File: config.mk
export PLATFORM = sky130hd
export DESIGN_NAME = base64_stream_encoder
export DESIGN_NICKNAME = d
export VERILOG_FILES = /design/src/rtl/b64e_pkg.sv /design/src/rtl/b64e_front.sv /design/src/rtl/b64e_queue.sv /design/src/rtl/b64e_back.sv /design/src/rtl/base64_stream_encoder.sv
export SDC_FILE = /design/constraint.sdc
export NUM_CORES = 1
export LEC_CHECK = 0
export ABC_AREA = 1
export BUFFER_PORTS_ARGS = -buffer_cell sky130_fd_sc_hd__buf_2
export CORE_ASPECT_RATIO = 1.1
export CORE_MARGIN = 4
export CORE_UTILIZATION = 35
export CTS_BUF_LIST = sky130_fd_sc_hd__clkbuf_2
export DETAILED_ROUTE_END_ITERATION = 7
export SYNTH_ARGS = -nofsm -noshare
export SYNTH_HDL_FRONTEND = slang
export SYNTH_SLANG_ARGS = --single-unit
File: constraint.sdc
create_clock -name clk -period 5.7 [get_ports clk]
set_input_delay 0.285 -clock clk [delete_from_list [all_inputs] [get_ports clk]]
set_output_delay 0.285 -clock clk [all_outputs]
set_load 0.005 [all_outputs]
File: src/rtl/b64e_pkg.sv
`timescale 1ns / 1ps

package b64e_pkg;

  localparam logic [6:0] PAD_CODE = 7'd61;
  localparam int unsigned QUEUE_DEPTH = 2;
  localparam int unsigned QUEUE_AW = 1;

  localparam logic [1:0] HELD_NONE = 2'd0;
  localparam logic [1:0] HELD_ONE  = 2'd1;
  localparam logic [1:0] HELD_TWO  = 2'd2;

  localparam logic [1:0] CHAR_LAST = 2'd3;

  typedef struct packed {
    logic [7:0] b0;
    logic [7:0] b1;
    logic [7:0] b2;
    logic [1:0] nbytes;
    logic       fin;
  } group_t;

  typedef struct packed {
    logic valid;
    logic full;
  } queue_status_t;

  function automatic logic [6:0] b64_char(input logic [5:0] v);
    logic [6:0] w;
    logic [6:0] code;
    begin
      w = {1'b0, v};
      if (v < 6'd26) begin
        code = w + 7'd65;
      end else if (v < 6'd52) begin
        code = w + 7'd71;
      end else if (v < 6'd62) begin
        code = w - 7'd4;
      end else if (v == 6'd62) begin
        code = 7'd43;
      end else begin
        code = 7'd47;
      end
      return code;
    end
  endfunction

  function automatic logic [5:0] b64_slice(input group_t g, input logic [1:0] idx);
    logic [5:0] s;
    begin
      case (idx)
        2'd0:    s = g.b0[7:2];
        2'd1:    s = {g.b0[1:0], g.b1[7:4]};
        2'd2:    s = {g.b1[3:0], g.b2[7:6]};
        default: s = g.b2[5:0];
      endcase
      return s;
    end
  endfunction

endpackage

File: src/rtl/b64e_front.sv
`timescale 1ns / 1ps

module b64e_front (
  input  logic            clk,
  input  logic            rst,
  input  logic            in_valid,
  output logic            in_ready,
  input  logic [7:0]      data_byte,
  input  logic            last_byte,
  input  logic            q_full,
  output logic            push,
  output b64e_pkg::group_t push_group
);
  import b64e_pkg::*;

  logic [1:0] held_count;
  logic [7:0] held0;
  logic [7:0] held1;
  logic       accept;
  logic       close_group;

  assign in_ready    = !q_full;
  assign accept      = in_valid && in_ready;
  assign close_group = last_byte || (held_count == HELD_TWO);
  assign push        = accept && close_group;

  always_comb begin
    push_group.nbytes = held_count + 2'd1;
    push_group.fin    = last_byte;
    unique case (held_count)
      HELD_NONE: begin
        push_group.b0 = data_byte;
        push_group.b1 = 8'd0;
        push_group.b2 = 8'd0;
      end
      HELD_ONE: begin
        push_group.b0 = held0;
        push_group.b1 = data_byte;
        push_group.b2 = 8'd0;
      end
      default: begin
        push_group.b0 = held0;
        push_group.b1 = held1;
        push_group.b2 = data_byte;
      end
    endcase
  end

  always_ff @(posedge clk) begin
    if (rst) begin
      held_count <= HELD_NONE;
    end else if (accept) begin
      if (close_group) begin
        held_count <= HELD_NONE;
      end else begin
        held_count <= held_count + 2'd1;
      end
    end
  end

  always_ff @(posedge clk) begin
    if (accept && !close_group) begin
      if (held_count == HELD_NONE) begin
        held0 <= data_byte;
      end else begin
        held1 <= data_byte;
      end
    end
  end

endmodule

File: src/rtl/b64e_queue.sv
`timescale 1ns / 1ps

module b64e_queue (
  input  logic                  clk,
  input  logic                  rst,
  input  logic                  push,
  input  b64e_pkg::group_t      push_group,
  input  logic                  pop,
  output b64e_pkg::group_t      head,
  output b64e_pkg::queue_status_t status
);
  import b64e_pkg::*;

  group_t              slots [QUEUE_DEPTH];
  logic [QUEUE_AW-1:0] wr_ptr;
  logic [QUEUE_AW-1:0] rd_ptr;
  logic [QUEUE_AW:0]   count;

  assign head         = slots[rd_ptr];
  assign status.valid = (count != '0);
  assign status.full  = (count == (QUEUE_AW + 1)'(QUEUE_DEPTH));

  always_ff @(posedge clk) begin
    if (rst) begin
      wr_ptr <= '0;
      rd_ptr <= '0;
      count  <= '0;
    end else begin
      if (push) begin
        wr_ptr <= wr_ptr + 1'b1;
      end
      if (pop) begin
        rd_ptr <= rd_ptr + 1'b1;
      end
      if (push && !pop) begin
        count <= count + 1'b1;
      end else if (pop && !push) begin
        count <= count - 1'b1;
      end
    end
  end

  always_ff @(posedge clk) begin
    if (push) begin
      slots[wr_ptr] <= push_group;
    end
  end

endmodule

File: src/rtl/b64e_back.sv
`timescale 1ns / 1ps

module b64e_back (
  input  logic                    clk,
  input  logic                    rst,
  input  b64e_pkg::group_t        head,
  input  b64e_pkg::queue_status_t status,
  output logic                    pop,
  output logic                    out_valid,
  input  logic                    out_ready,
  output logic [6:0]              char_code,
  output logic                    last_char
);
  import b64e_pkg::*;

  group_t     cur;
  logic       cur_valid;
  logic [1:0] idx;
  logic       done;

  assign out_valid = cur_valid;
  assign done      = cur_valid && out_ready && (idx == CHAR_LAST);
  assign pop       = status.valid && (!cur_valid || done);
  assign char_code = (idx > cur.nbytes) ? PAD_CODE : b64_char(b64_slice(cur, idx));
  assign last_char = cur.fin && (idx == CHAR_LAST);

  always_ff @(posedge clk) begin
    if (rst) begin
      cur_valid <= 1'b0;
      idx       <= 2'd0;
    end else if (pop) begin
      cur_valid <= 1'b1;
      idx       <= 2'd0;
    end else if (done) begin
      cur_valid <= 1'b0;
      idx       <= 2'd0;
    end else if (cur_valid && out_ready) begin
      idx <= idx + 2'd1;
    end
  end

  always_ff @(posedge clk) begin
    if (pop) begin
      cur <= head;
    end
  end

endmodule

File: src/rtl/base64_stream_encoder.sv
`timescale 1ns / 1ps

// Base64 stream encoder with the standard alphabet and '=' padding.
// The input channel (in_valid, in_ready) carries one message byte per word in
// data_byte, with last_byte set on the final byte of a message.
// The output channel (out_valid, out_ready) carries one ASCII character per
// word in char_code, with last_char set on the final character of a message.
// Every third byte, or any byte flagged last, closes a group of up to three
// bytes, which yields exactly four characters with padding as needed.
// Closed groups wait in a two-entry queue between the byte front end and the
// character serializer, so the two sides stall independently.
// The first character of a group appears once the closed group has been written
// into the queue and then loaded into the serializer, when the serializer is free.
// The serializer emits one character per cycle while out_ready is high, so a
// steady stream yields four characters per three bytes, and bytes are accepted
// every cycle while the queue has room.
// When the receiver holds out_ready low, the current character holds; once the
// queue fills, in_ready falls until a group drains.
// Synchronous reset drops held bytes, queued groups and the pending character.
module base64_stream_encoder (
  input  logic       clk,
  input  logic       rst,
  input  logic       in_valid,
  output logic       in_ready,
  input  logic [7:0] data_byte,
  input  logic       last_byte,
  output logic       out_valid,
  input  logic       out_ready,
  output logic [6:0] char_code,
  output logic       last_char
);
  import b64e_pkg::*;

  logic          push;
  group_t        push_group;
  logic          pop;
  group_t        head;
  queue_status_t status;

  b64e_front u_front (
    .clk        (clk),
    .rst        (rst),
    .in_valid   (in_valid),
    .in_ready   (in_ready),
    .data_byte  (data_byte),
    .last_byte  (last_byte),
    .q_full     (status.full),
    .push       (push),
    .push_group (push_group)
  );

  b64e_queue u_queue (
    .clk        (clk),
    .rst        (rst),
    .push       (push),
    .push_group (push_group),
    .pop        (pop),
    .head       (head),
    .status     (status)
  );

  b64e_back u_back (
    .clk       (clk),
    .rst       (rst),
    .head      (head),
    .status    (status),
    .pop       (pop),
    .out_valid (out_valid),
    .out_ready (out_ready),
    .char_code (char_code),
    .last_char (last_char)
  );

endmodule
==> impl_metrics.json <==
{
  "status": "completed",
  "grt_max_degree": 30,
  "start_util_pct": 35.8,
  "totalWireLength_um": 8090,
  "dr_wl_met2_um": 3920,
  "hold_path_class": "input port to flop",
  "avgRoutedWirePerCell_um": 12.1,
  "grt_pass1_vias": 2808,
  "dp_hpwl_um": 5850,
  "met3WireLength_um": 170,
  "grt_use_total_pct": 10.9,
  "yosys-top-cells-area": "edfxtp_1 61%, nand2_1 11%, ha_1 4.0%",
  "clock-sinks": 106,
  "dr.pass1.iters": 4,
  "final_antenna_net_count": 0,
  "fin_hold_ws_ns": 0.0784,
  "worst_setup_path_start_kind": "flop",
  "cap_violations": 0,
  "routed-via-count": 2919,
  "synth_top_family_by_area": "simple AND/OR/NAND/NOR gates",
  "grt_pass1_wl_um": 13600,
  "synth_area_mm2": 0.00474,
  "first_iter_violations": 223,
  "finalMaxSlewViolations": 0,
  "fin_crit_sh_pct": 55.0,
  "crit_fanout": 7,
  "clock_path_buffers": 2,
  "p_sw_mw": 0.856,
  "worst_pin_slew_ns": 1.01,
  "drive_gt1_share_pct": 13.0,
  "p_sw_share_pct": 37.0,
  "io_pins": 23,
  "synth_top_area_share_pct": 61.4,
  "end_kind": "output port",
  "synth.distinct_cells": 33,
  "yosys_register_bits": 106,
  "antenna_found_initial": 0,
  "cts_buffers": 9,
  "nets": 506,
  "gr-total-overflow": 0,
  "synth_fa_ha_area_share_pct": 3.96,
  "setup_viol": 0,
  "die_w_um": 119,
  "root_buffer": "clkbuf_2",
  "htree_levels": 3,
  "ys_seq_area_share_pct": 65.2,
  "yosysTopAreaCell": "edfxtp_1",
  "powerDensity_mw_per_mm2": 438,
  "p_leak_nw": 2.11,
  "wirelength_met1_um": 3860,
  "nFillCells": 1255,
  "clkLatencyLatePin_ns": 0.53,
  "synth-compound-area-share_pct": 6.14,
  "highest_layer": "met4",
  "yosysWarnings": 0,
  "relSlewSlack_pct": 32.4,
  "cts.clk_slew.worst_paths_ns": 0.29,
  "synth_area_per_cell_um2": 10.7,
  "tns_ns": 0,
  "synth_xor_area_share_pct": 0.738,
  "grt_setup_unrepaired": "no",
  "synth_simple_gate_area_share_pct": 19.8,
  "timing.fmax_ghz": 0.319,
  "routed_via_density": 4.38,
  "muxShareOfSynthArea_pct": 0,
  "path_class": "flop to output port",
  "area_growth_pct": 11.3,
  "cp_data_arrival_time_ns": 2.85,
  "n_antenna_cell": 0,
  "drc": 0,
  "hold_viol_final": 0,
  "clkPwrFrac_pct": 14.4,
  "period_needed_ns": 3.13,
  "core.rowCount": 44,
  "cts.repair_timing.setup_buffer_count": 0,
  "core-area_mm2": 0.0133,
  "required_ns": 5.41,
  "synth_fp_nets": 470,
  "finalPower_mw": 2.31,
  "place_congestion": 0.787,
  "port-buffer-count": 22,
  "sequentialPowerShare_pct": 49.6,
  "die_area_mm2": 0.0155,
  "skew_ns": 0.0393,
  "synthCells": 442,
  "die_y_um": 130,
  "cts_tree": "done",
  "worst_ir_drop_vdd_v": 0.000163,
  "pwr-share-comb_pct": 36.0,
  "p_int_mw": 1.46
}
-- final timing paths --
check	start	end	slack (ns)	depth (start not counted)
setup reg to reg	u_queue.rd_ptr$_SDFFE_PP0P_	u_back.cur[23]$_DFFE_PP_	3.37	3
hold reg to reg	u_front.held_count[1]$_SDFFE_PP0P_	u_front.held_count[1]$_SDFFE_PP0P_	0.51	2
hold / removal	in_valid	u_front.held_count[1]$_SDFFE_PP0P_	0.08	4
setup / recovery	u_back.idx[0]$_SDFFE_PP0P_	char_code[3]	2.57	15
-- layer usage --
layer	up-vias	track usage [%]
met1	1318	14.1
li1	1544	-
met5	-	0
met2	44	18.5
met4	0	4.64
met3	13	1.73
-- worst max-delay path, stage by stage (launching register included) --
cell,delay [ns]
dfxtp_1,0.50
inv_1,0.12
ha_1,0.29
nand2_1,0.09
nand2_1,0.05
inv_1,0.04
nand2_1,0.04
nand2_1,0.14
inv_1,0.13
ha_1,0.29
a21oi_4,0.22
nand2_4,0.09
nor2_1,0.09
nor2_1,0.05
nand2_1,0.07
buf_2,0.10
-- power groups by stage --
stage / clock [mW] / sequential (mW) / combinational (mW)
CTS: 0.344 / 1.15 / 0.840
detailed placement: 0 / 1.17 / 0.831
finish: 0.333 / 1.15 / 0.832
global route: 0.378 / 1.17 / 0.953
global placement: 0 / 1.17 / 0.828
floorplan: 0 / 1.12 / 0.628
-- cells in the final DEF (no fill, tap or decap), types with 2 or more instances in the layout --
cell           count
a21oi_1            9
ha_1              15
inv_6              2
nand3_2            2
buf_4              2
nand3_1           23
edfxtp_1          97
nor2_1            27
nor2_2             6
o21ai_1            2
clkbuf_2           9
dlygate4sd3_1     11
o21bai_1           2
inv_1             37
or2_2              2
nor2_4             4
xor2_1             3
nand2_4            4
nand2_1          145
dfxtp_1            9
buf_2             22
clkinv_1           2
inv_2              3
o21ai_0           31
-- synthesized netlist by cell type, drive strengths merged --
cell type,instances
a211oi,1
a21oi,10
a22oi,1
buf,4
clkbuf,6
dfxtp,9
edfxtp,97
ha,15
inv,40
nand2,150
nand3,25
nand3b,1
nand4,1
nor2,37
nor3,1
o211ai,1
o21ai,34
o21bai,3
or2,2
xnor2,1
xor2,3
-- layout make-up --
type / instances / area (um^2) / area share [%]
repair buffers: 35 / 235 / 4.45
inverters: 40 / 150 / 2.84
flip-flops and latches: 106 / 3090 / 58.6
clock buffers: 9 / 45.0 / 0.853
clock inverters: 7 / 67.6 / 1.28
multi-input cells: 286 / 1460 / 27.6
well taps: 184 / 230 / 4.36
-- cell families (layout without fill, tap and decap cells) --
kind of cell | count (synthesis) | in the layout
buffers and inverters | 50 | 91
and+or+nand+nor | 217 | 217
DFF | 106 | 106
AOI/OAI and AO/OA | 50 | 50
xor gates and xnor gates | 4 | 4
adders and majority gates | 15 | 15
-- sequential cells by signal, summed over array words and instances (netlist names) --
signal / count
u_back.cur: 27
u_back.idx: 2
u_back.out_valid: 1
u_front.held0: 8
u_front.held1: 8
u_front.held_count: 2
u_queue.count: 2
u_queue.rd_ptr: 1
u_queue.slots: 54
u_queue.wr_ptr: 1
-- what timing repair did --
item | 4_1_cts | 5_1_grt
resized for setup | 0 | 0
endpoints found under the hold margin | 22 | 0
hold buffers | 11 | 0
-- stage by stage --
step	cell area (um^2)	utilization, %	std cells	worst slack (ns)
floorplan	4740	-	442	3.26
global placement	5060	38.1	640	3.27
finish	5280	39.8	667	2.57
global route	5280	39.8	667	2.23
detailed placement	5060	38.1	640	3.20
CTS	5280	39.8	667	2.52
(Power assumes the default switching activity.)
